===== src/rtl/fbpa_pkg.sv =====
// shared types, codes and constants of the fixed block pool allocator
`default_nettype none

package fbpa_pkg;

  localparam int POOL_BLOCKS_DEF = 256;
  localparam int INDEX_LIMIT     = 256;

  localparam int MODE_W   = 2;
  localparam int IDX_W    = 8;
  localparam int STATUS_W = 2;
  localparam int OFS_W    = 24;
  localparam int LINK_W   = 9;
  localparam int COUNT_W  = 9;
  localparam int SIZE_W   = 16;
  localparam int CFG_IDX_W  = 1;
  localparam int CFG_DATA_W = 16;

  localparam logic [LINK_W-1:0]  NULL_LINK   = 9'h100;
  localparam logic [COUNT_W-1:0] COUNT_RESET = 9'd256;
  localparam logic [SIZE_W-1:0]  SIZE_RESET  = 16'd64;

  typedef enum logic [MODE_W-1:0] {
    MODE_CREATE = 2'd0,
    MODE_RESIZE = 2'd1,
    MODE_ALLOC  = 2'd2,
    MODE_FREE   = 2'd3
  } mode_t;

  typedef enum logic [STATUS_W-1:0] {
    STAT_DONE  = 2'd0,
    STAT_ALLOC = 2'd1,
    STAT_EMPTY = 2'd2
  } status_t;

  typedef enum logic [CFG_IDX_W-1:0] {
    REG_BLOCK_COUNT = 1'b0,
    REG_BLOCK_SIZE  = 1'b1
  } cfg_reg_t;

  // controller to datapath
  typedef struct packed {
    logic take;
    logic walk;
    logic finish;
  } fbpa_cmd_t;

  // datapath to controller
  typedef struct packed {
    logic walk_last;
    logic slot_free;
  } fbpa_sts_t;

endpackage

`default_nettype wire


===== src/rtl/fbpa_if.sv =====
// valid/ready channel interfaces for request and result beats
`default_nettype none

interface fbpa_in_if import fbpa_pkg::*; ();
  logic             valid;
  logic             ready;
  mode_t            mode;
  logic [IDX_W-1:0] block_index;
  logic             block_present;

  modport source (output valid, mode, block_index, block_present, input ready);
  modport sink   (input valid, mode, block_index, block_present, output ready);
endinterface

interface fbpa_out_if import fbpa_pkg::*; ();
  logic                valid;
  logic                ready;
  logic [STATUS_W-1:0] status;
  logic [IDX_W-1:0]    block_index_res;
  logic [OFS_W-1:0]    byte_offset;

  modport source (output valid, status, block_index_res, byte_offset, input ready);
  modport sink   (input valid, status, block_index_res, byte_offset, output ready);
endinterface

`default_nettype wire


===== src/rtl/fbpa_ctrl.sv =====
// controller state machine: accept, chain walk, result hand-off
`default_nettype none

module fbpa_ctrl import fbpa_pkg::*; (
  input  wire logic      clk,
  input  wire logic      rst_n,
  input  wire logic      in_valid,
  input  wire mode_t     in_mode,
  output logic           in_ready,
  output fbpa_cmd_t      cmd,
  input  wire fbpa_sts_t sts
);

  typedef enum logic [1:0] {
    ST_IDLE,
    ST_WALK,
    ST_RESP
  } state_t;

  state_t state_r, state_nxt;

  always_comb begin
    state_nxt  = state_r;
    cmd        = '0;
    in_ready   = 1'b0;
    unique case (state_r)
      ST_IDLE: begin
        in_ready = 1'b1;
        if (in_valid) begin
          cmd.take = 1'b1;
          if (in_mode == MODE_CREATE || in_mode == MODE_RESIZE) begin
            state_nxt = ST_WALK;
          end else begin
            state_nxt = ST_RESP;
          end
        end
      end
      ST_WALK: begin
        cmd.walk = 1'b1;
        if (sts.walk_last) begin
          state_nxt = ST_RESP;
        end
      end
      ST_RESP: begin
        if (sts.slot_free) begin
          cmd.finish = 1'b1;
          state_nxt  = ST_IDLE;
        end
      end
      default: state_nxt = ST_IDLE;
    endcase
  end

  always_ff @(posedge clk) begin
    if (!rst_n) begin
      state_r <= ST_IDLE;
    end else begin
      state_r <= state_nxt;
    end
  end

endmodule

`default_nettype wire


===== src/rtl/fbpa_dpath.sv =====
// datapath: config registers, free head, link memory, offset multiply, result register
`default_nettype none

module fbpa_dpath import fbpa_pkg::*; #(
  parameter int POOL_BLOCKS = POOL_BLOCKS_DEF
) (
  input  wire logic                  clk,
  input  wire logic                  rst_n,
  input  wire logic                  cfg_we,
  input  wire logic [CFG_IDX_W-1:0]  cfg_index,
  input  wire logic [CFG_DATA_W-1:0] cfg_wdata,
  input  wire mode_t                 in_mode,
  input  wire logic [IDX_W-1:0]      in_block_index,
  input  wire logic                  in_block_present,
  input  wire fbpa_cmd_t             cmd,
  output fbpa_sts_t                  sts,
  output logic                       out_valid,
  input  wire logic                  out_ready,
  output logic [STATUS_W-1:0]        out_status,
  output logic [IDX_W-1:0]           out_block_index_res,
  output logic [OFS_W-1:0]           out_byte_offset
);

  localparam int EFF = (POOL_BLOCKS < INDEX_LIMIT) ? POOL_BLOCKS : INDEX_LIMIT;
  localparam int AW  = $clog2(EFF);

  logic [LINK_W-1:0]  link_mem [EFF];
  logic [COUNT_W-1:0] count_r;
  logic [SIZE_W-1:0]  size_r;
  logic [LINK_W-1:0]  head_r;
  logic [LINK_W-1:0]  rd_r;
  mode_t              mode_r;
  logic [AW-1:0]      cnt_r;

  logic                out_valid_r;
  logic [STATUS_W-1:0] status_r;
  logic [IDX_W-1:0]    index_r;
  logic [OFS_W-1:0]    offset_r;

  logic [COUNT_W-1:0] n_eff;
  logic [AW-1:0]      last_idx;
  logic               empty;
  logic               free_ok;
  logic               wr_en;
  logic [AW-1:0]      wr_addr;
  logic [LINK_W-1:0]  wr_data;
  logic [OFS_W-1:0]   product;

  // count zero still formats block 0, count above the pool saturates
  always_comb begin
    if (count_r == '0) begin
      n_eff = COUNT_W'(1);
    end else if (count_r > COUNT_W'(EFF)) begin
      n_eff = COUNT_W'(EFF);
    end else begin
      n_eff = count_r;
    end
  end

  assign last_idx = AW'(n_eff - COUNT_W'(1));
  assign empty    = head_r >= LINK_W'(EFF);
  assign free_ok  = in_block_present && ({1'b0, in_block_index} < LINK_W'(EFF));
  assign product  = OFS_W'(head_r[IDX_W-1:0]) * OFS_W'(size_r);

  assign sts.walk_last = (cnt_r == last_idx);
  assign sts.slot_free = !out_valid_r || out_ready;

  always_comb begin
    wr_en   = 1'b0;
    wr_addr = cnt_r;
    wr_data = sts.walk_last ? NULL_LINK : (LINK_W'(cnt_r) + LINK_W'(1));
    if (cmd.walk) begin
      wr_en = 1'b1;
    end else if (cmd.take && in_mode == MODE_FREE && free_ok) begin
      wr_en   = 1'b1;
      wr_addr = in_block_index[AW-1:0];
      wr_data = head_r;
    end
  end

  // link memory, one write and one registered read a cycle
  always_ff @(posedge clk) begin
    if (wr_en) begin
      link_mem[wr_addr] <= wr_data;
    end
    if (cmd.take) begin
      rd_r <= link_mem[head_r[AW-1:0]];
    end
  end

  always_ff @(posedge clk) begin
    if (!rst_n) begin
      count_r <= COUNT_RESET;
      size_r  <= SIZE_RESET;
    end else if (cfg_we) begin
      unique case (cfg_reg_t'(cfg_index))
        REG_BLOCK_COUNT: count_r <= cfg_wdata[COUNT_W-1:0];
        REG_BLOCK_SIZE:  size_r  <= cfg_wdata[SIZE_W-1:0];
        default: ;
      endcase
    end
  end

  always_ff @(posedge clk) begin
    if (!rst_n) begin
      head_r <= NULL_LINK;
    end else if (cmd.take) begin
      if (in_mode == MODE_CREATE) begin
        head_r <= '0;
      end else if (in_mode == MODE_FREE && free_ok) begin
        head_r <= LINK_W'(in_block_index);
      end
    end else if (cmd.finish && mode_r == MODE_ALLOC) begin
      head_r <= empty ? NULL_LINK : rd_r;
    end
  end

  always_ff @(posedge clk) begin
    if (cmd.take) begin
      mode_r <= in_mode;
      cnt_r  <= '0;
    end else if (cmd.walk) begin
      cnt_r <= cnt_r + AW'(1);
    end
  end

  // result register
  always_ff @(posedge clk) begin
    if (!rst_n) begin
      out_valid_r <= 1'b0;
    end else if (cmd.finish) begin
      out_valid_r <= 1'b1;
    end else if (out_ready) begin
      out_valid_r <= 1'b0;
    end
  end

  always_ff @(posedge clk) begin
    if (cmd.finish) begin
      if (mode_r == MODE_ALLOC && !empty) begin
        status_r <= STAT_ALLOC;
        index_r  <= head_r[IDX_W-1:0];
        offset_r <= product;
      end else begin
        status_r <= (mode_r == MODE_ALLOC) ? STAT_EMPTY : STAT_DONE;
        index_r  <= '0;
        offset_r <= '0;
      end
    end
  end

  assign out_valid           = out_valid_r;
  assign out_status          = status_r;
  assign out_block_index_res = index_r;
  assign out_byte_offset     = offset_r;

endmodule

`default_nettype wire


===== src/rtl/fixed_block_pool_allocator.sv =====
// top level of the fixed block pool allocator
// A pool of equal-sized blocks kept as a LIFO free list in a link memory of
// min(POOL_BLOCKS, 256) entries. Each request beat gives exactly one result
// beat. Allocate and free make one link memory access at accept, then load
// the result register; create and resize first walk the chain one link
// memory write a cycle over n links, n being block_count clamped to
// 1 .. min(POOL_BLOCKS, 256). One request is in work at a time; the result
// register lets a new request be taken while the last result still waits
// for out_ch.ready. The link memory has no reset and no clearing pass; of
// the free list state only the free head comes out of reset, as null (pool
// empty). The user is to write configuration (cfg_index 0 block_count, 1
// block_size) only while no request is in work; it is not enforced.
`default_nettype none

module fixed_block_pool_allocator import fbpa_pkg::*; #(
  parameter int POOL_BLOCKS = POOL_BLOCKS_DEF
) (
  input  wire logic                  clk,
  input  wire logic                  rst_n,
  input  wire logic                  cfg_we,
  input  wire logic [CFG_IDX_W-1:0]  cfg_index,
  input  wire logic [CFG_DATA_W-1:0] cfg_wdata,
  fbpa_in_if.sink                    in_ch,
  fbpa_out_if.source                 out_ch
);

  fbpa_cmd_t cmd;
  fbpa_sts_t sts;

  // sequencing of each request beat
  fbpa_ctrl u_ctrl (
    .clk      (clk),
    .rst_n    (rst_n),
    .in_valid (in_ch.valid),
    .in_mode  (in_ch.mode),
    .in_ready (in_ch.ready),
    .cmd      (cmd),
    .sts      (sts)
  );

  // free list storage, offset multiply and result register
  fbpa_dpath #(
    .POOL_BLOCKS (POOL_BLOCKS)
  ) u_dpath (
    .clk                 (clk),
    .rst_n               (rst_n),
    .cfg_we              (cfg_we),
    .cfg_index           (cfg_index),
    .cfg_wdata           (cfg_wdata),
    .in_mode             (in_ch.mode),
    .in_block_index      (in_ch.block_index),
    .in_block_present    (in_ch.block_present),
    .cmd                 (cmd),
    .sts                 (sts),
    .out_valid           (out_ch.valid),
    .out_ready           (out_ch.ready),
    .out_status          (out_ch.status),
    .out_block_index_res (out_ch.block_index_res),
    .out_byte_offset     (out_ch.byte_offset)
  );

endmodule

`default_nettype wire


===== src/flat_wrapper.sv =====
// flat-port wrapper written by rule: the top's interface ports become plain ports
module fixed_block_pool_allocator_flat import fbpa_pkg::*;
#(
  parameter int POOL_BLOCKS = POOL_BLOCKS_DEF
)
  (clk, rst_n, cfg_we, cfg_index, cfg_wdata, in_ch_valid, in_ch_mode, in_ch_block_index, in_ch_block_present, in_ch_ready, out_ch_valid, out_ch_status, out_ch_block_index_res, out_ch_byte_offset, out_ch_ready);
  fbpa_in_if in_ch_i ();
  fbpa_out_if out_ch_i ();
  input  wire logic clk;
  input  wire logic rst_n;
  input  wire logic cfg_we;
  input  wire logic [CFG_IDX_W-1:0] cfg_index;
  input  wire logic [CFG_DATA_W-1:0] cfg_wdata;
  input wire logic [$bits(in_ch_i.valid)-1:0] in_ch_valid;
  input wire logic [$bits(in_ch_i.mode)-1:0] in_ch_mode;
  input wire logic [$bits(in_ch_i.block_index)-1:0] in_ch_block_index;
  input wire logic [$bits(in_ch_i.block_present)-1:0] in_ch_block_present;
  output wire logic [$bits(in_ch_i.ready)-1:0] in_ch_ready;
  output wire logic [$bits(out_ch_i.valid)-1:0] out_ch_valid;
  output wire logic [$bits(out_ch_i.status)-1:0] out_ch_status;
  output wire logic [$bits(out_ch_i.block_index_res)-1:0] out_ch_block_index_res;
  output wire logic [$bits(out_ch_i.byte_offset)-1:0] out_ch_byte_offset;
  input wire logic [$bits(out_ch_i.ready)-1:0] out_ch_ready;
  assign in_ch_i.valid = in_ch_valid;
  assign in_ch_i.mode = in_ch_mode;
  assign in_ch_i.block_index = in_ch_block_index;
  assign in_ch_i.block_present = in_ch_block_present;
  assign in_ch_ready = in_ch_i.ready;
  assign out_ch_valid = out_ch_i.valid;
  assign out_ch_status = out_ch_i.status;
  assign out_ch_block_index_res = out_ch_i.block_index_res;
  assign out_ch_byte_offset = out_ch_i.byte_offset;
  assign out_ch_i.ready = out_ch_ready;
  fixed_block_pool_allocator #(.POOL_BLOCKS(POOL_BLOCKS)) u_core (.clk(clk), .rst_n(rst_n), .cfg_we(cfg_we), .cfg_index(cfg_index), .cfg_wdata(cfg_wdata), .in_ch(in_ch_i), .out_ch(out_ch_i));
endmodule

===== config.mk =====
export PLATFORM = sky130hd
export DESIGN_NAME = fixed_block_pool_allocator_flat
export DESIGN_NICKNAME = d
export VERILOG_FILES = /design/src/rtl/fbpa_pkg.sv /design/src/rtl/fbpa_if.sv /design/src/rtl/fbpa_ctrl.sv /design/src/rtl/fbpa_dpath.sv /design/src/rtl/fixed_block_pool_allocator.sv /design/src/flat_wrapper.sv
export SDC_FILE = /design/constraint.sdc
export NUM_CORES = 2
export LEC_CHECK = 0
export ABC_AREA = 1
export ABC_CLOCK_PERIOD_IN_PS = 14700
export BUFFER_PORTS_ARGS = -buffer_cell sky130_fd_sc_hd__buf_2
export CAP_MARGIN = 20
export CORE_MARGIN = 2
export CORE_UTILIZATION = 30
export CTS_CLUSTER_SIZE = 28
export DETAILED_ROUTE_END_ITERATION = 6
export PLACE_DENSITY_LB_ADDON = 0.25
export SETUP_SLACK_MARGIN = 0.2
export SYNTH_ARGS = -nofsm -noshare
export SYNTH_HDL_FRONTEND = slang
export SYNTH_SLANG_ARGS = --single-unit

===== constraint.sdc =====
create_clock -name clk -period 14.7 [get_ports clk]
set_clock_uncertainty 0.15 [all_clocks]
set_input_delay 1.47 -clock clk [delete_from_list [all_inputs] [get_ports clk]]
set_output_delay 1.47 -clock clk [all_outputs]
set_load 0.01 [all_outputs]

==> flow_summary.ini <==
[status]
status = finished clean

[power]
p_switching_mw = 4.478
internal_power_mw = 11.90
p_clk_share_pct = 38.4
seqPwrFrac_pct = 47.9
total_power_mw = 16.37
pwr-share-comb_pct = 13.7
netSwitchingFraction_pct = 27.35
p_leak_nw = 38.90
power.density_nw_per_um2 = 145.2
vdd_drop_max_mv = 0.1073

[timing]
rsz0062_at_grt = no
hold_slack_ns = 0.3468
finalCritPeriodShare_pct = 41.74
tightest_slew_ns = 1.289
slew-limit-headroom_pct = 14.09
finalMaxSlewViolations = 0
fin_crit_ns = 6.136
hold_viol = 0
fmax_mhz = 163.0
tns_ns = 0
setup_viol_count_final = 0

[finish]
finalNetCount = 8486
fin_area_um2 = 112800
layout_common_cells = edfxtp_1 (2349), nand2_1 (1355), nand3_1 (1183)
area_delta_synth_final_pct = 12.54
final_common_cell = edfxtp_1
post_route_cells_drive_above_1_share_pct = 7.007

[synthesis]
synth_area_per_cell_um2 = 11.79
syn_area_um2 = 100200
async_flop_share_pct = 0
syn-num-nets = 8662
ys_seq_elements = 2394
synth_ff_type = edfxtp_1
synth_warnings = 0
synth_edf_count = 2349
synth-seq-area-share_pct = 71.30
yosysUniqueCellTypes = 46
synthCells = 8499

[drt]
viasPerCell = 5.124
dr.pass1.iters = 5
remaining_drc_errors = 0
drtIter0Drc = 7262
vias = 66155
ant_nets = 0
wl_per_cell_um = 23.24
wl_um = 300000

[place]
port_buffers = 68
dp_hpwl_um = 163200
gp_congestion = 0.8279
place_area_um2 = 104800

[flow_run]
maxCapViolations = 0

[global_route]
grt_antenna_before_repair = 10
global_route.usage.met3_pct = 2.264
grt_pass1_vias = 64400
grt.total_usage_pct = 17.19
overflow = 0
use_met1_pct = 24.19
grt_max_degree = 211
grt.busiest_layer = met2
grt_first_pass_wirelength_um = 439500
grtUsageMet2_pct = 27.63

[clocking]
cts_inserted_buffers = 245
holdBufCountCts = 0
cts_resized = 0
cts_sinks = 2394
cts_max_level = 4
clk_latency_ns = 0.92
postCtsSetupRepairBufs = 0
clkSlewWorstSetupHoldPaths_ns = 0.07
cts_max_path_buffers = 4
cts_root_buf = clkbuf_16
cts_tree = built

[floorplan]
die_x_um = 581.9
die_h_um = 581.9
row_count = 212
initial_core_util_pct = 30.10
fp.coreArea_um2 = 332900
die_area_um2 = 338600
boundaryPins = 69

[worst_hold_path]
hold_class = flop to flop

[setup_path]
path_class = flop to flop
r2r_slack_ns = 8.56
cp-end-kind = flop
crit_required_ns = 15.21
crit_path_start_kind = flop
cp.arrival_ns = 6.64
critPathMaxFanout = 60
## state kept, by name, summed over array words and instances, names as in the netlist
name and cells:
u_core.u_ctrl.state_r 2, u_core.u_dpath.cnt_r 8, u_core.u_dpath.count_r 9, u_core.u_dpath.head_r 9, u_core.u_dpath.link_mem 2304, u_core.u_dpath.mode_r 2
u_core.u_dpath.out_block_index_res 8, u_core.u_dpath.out_byte_offset 24, u_core.u_dpath.out_status 2, u_core.u_dpath.out_valid 1, u_core.u_dpath.rd_r 9, u_core.u_dpath.size_r 16
## metrics by stage
stage          setup WS [ns]  utilization (%)  std cells
6_report               8.564            33.87      12911
2_1_floorplan         0.3007                -       8499
3_5_place_dp           8.583            31.47      12462
4_1_cts                8.565            33.86      12906
3_3_place_gp           8.453            31.47      12461
5_1_grt                8.118            33.87      12907
## logic make-up after synthesis
group                    count (synthesis)  share of synthesized area [%]
adder cells (fa/ha/maj)                130                          2.253
AND/OR/NAND/NOR                       3635                          15.23
AO/OA/AOI/OAI                         1366                          7.357
flip-flops                            2394                          71.30
buffers and inverters                  959                          3.734
XOR/XNOR                                14                         0.1224
multiplexers                             1                       0.009990
## critical path, cell delays in order (launching register included)
cell and delay, ns:
dfxtp_4 0.78, buf_4 0.77, nand2_1 0.17, fa_1 0.46, inv_1 0.08, fa_1 0.44
fa_1 0.54, inv_1 0.05, fa_1 0.48, inv_1 0.04, ha_1 0.32, a21o_1 0.18
a21boi_0 0.25, o21ai_0 0.24, a21oi_1 0.38, o21ai_0 0.22, nand2_1 0.12, nand2_1 0.05
nand2_1 0.06, a21oi_1 0.05
## cells in the mapped netlist (7+ instances only)
| cell type | count | area (um2) |
|---|---|---|
| inv_1 | 359 | 1348 |
| clkbuf_1 | 381 | 1430 |
| o21ai_0 | 846 | 4234 |
| edfxtp_1 | 2349 | 70540 |
| ha_1 | 46 | 575.6 |
| buf_2 | 104 | 520.5 |
| fa_1 | 84 | 1682 |
| nand3_1 | 1183 | 5921 |
| a31oi_1 | 7 | 43.79 |
| a21oi_1 | 138 | 690.7 |
| dfxtp_1 | 45 | 900.9 |
| inv_2 | 9 | 33.78 |
| xor2_1 | 13 | 113.9 |
| nor3_1 | 7 | 35.03 |
| buf_1 | 101 | 379.1 |
| nand2_1 | 1371 | 5146 |
| nor2_1 | 1042 | 3911 |
| o22ai_1 | 342 | 2140 |
## path summary, 6_finish.rpt
path	start	endpoint	cells after the start
setup / recovery	u_core.u_dpath.head_r[2]$_SDFFE_PN0P_	u_core.u_dpath.out_byte_offset[21]$_SDFFCE_PN0P_	19
hold / removal	u_core.u_dpath.count_r[5]$_SDFFE_PN0P_	u_core.u_dpath.count_r[5]$_SDFFE_PN0P_	2
setup reg to reg	u_core.u_dpath.head_r[2]$_SDFFE_PN0P_	u_core.u_dpath.out_byte_offset[21]$_SDFFCE_PN0P_	19
hold reg to reg	u_core.u_dpath.count_r[5]$_SDFFE_PN0P_	u_core.u_dpath.count_r[5]$_SDFFE_PN0P_	2
## per-layer routing
metal / wire, um / vias up
met4: 8166 / 0
met5: 0 / -
met2: 138700 / 2513
met1: 132300 / 33305
met3: 20870 / 427
li1: - / 29910
## cell type report
class	count	area, um2
Fill cell	32761	220100
Sequential cell	2394	71460
Multi-Input combinational cell	5146	25190
Clock buffer	293	6426
Tap cell	4387	5489
Clock inverter	151	1523
Inverter	370	1418
Timing Repair Buffer	166	1254
Antenna cell	4	10.01
## power groups by stage
stage                     Clock, mW  Combinational, mW  Sequential (mW)
after floorplan                   0               1.31             8.18
after global placement            0               2.23             7.99
after detailed placement          0               2.24             7.99
after CTS                      6.39               2.25             7.85
after global routing           6.63               2.44             7.85
final                          6.28               2.24             7.85
Note: power is estimated with default switching activity, not from simulation.
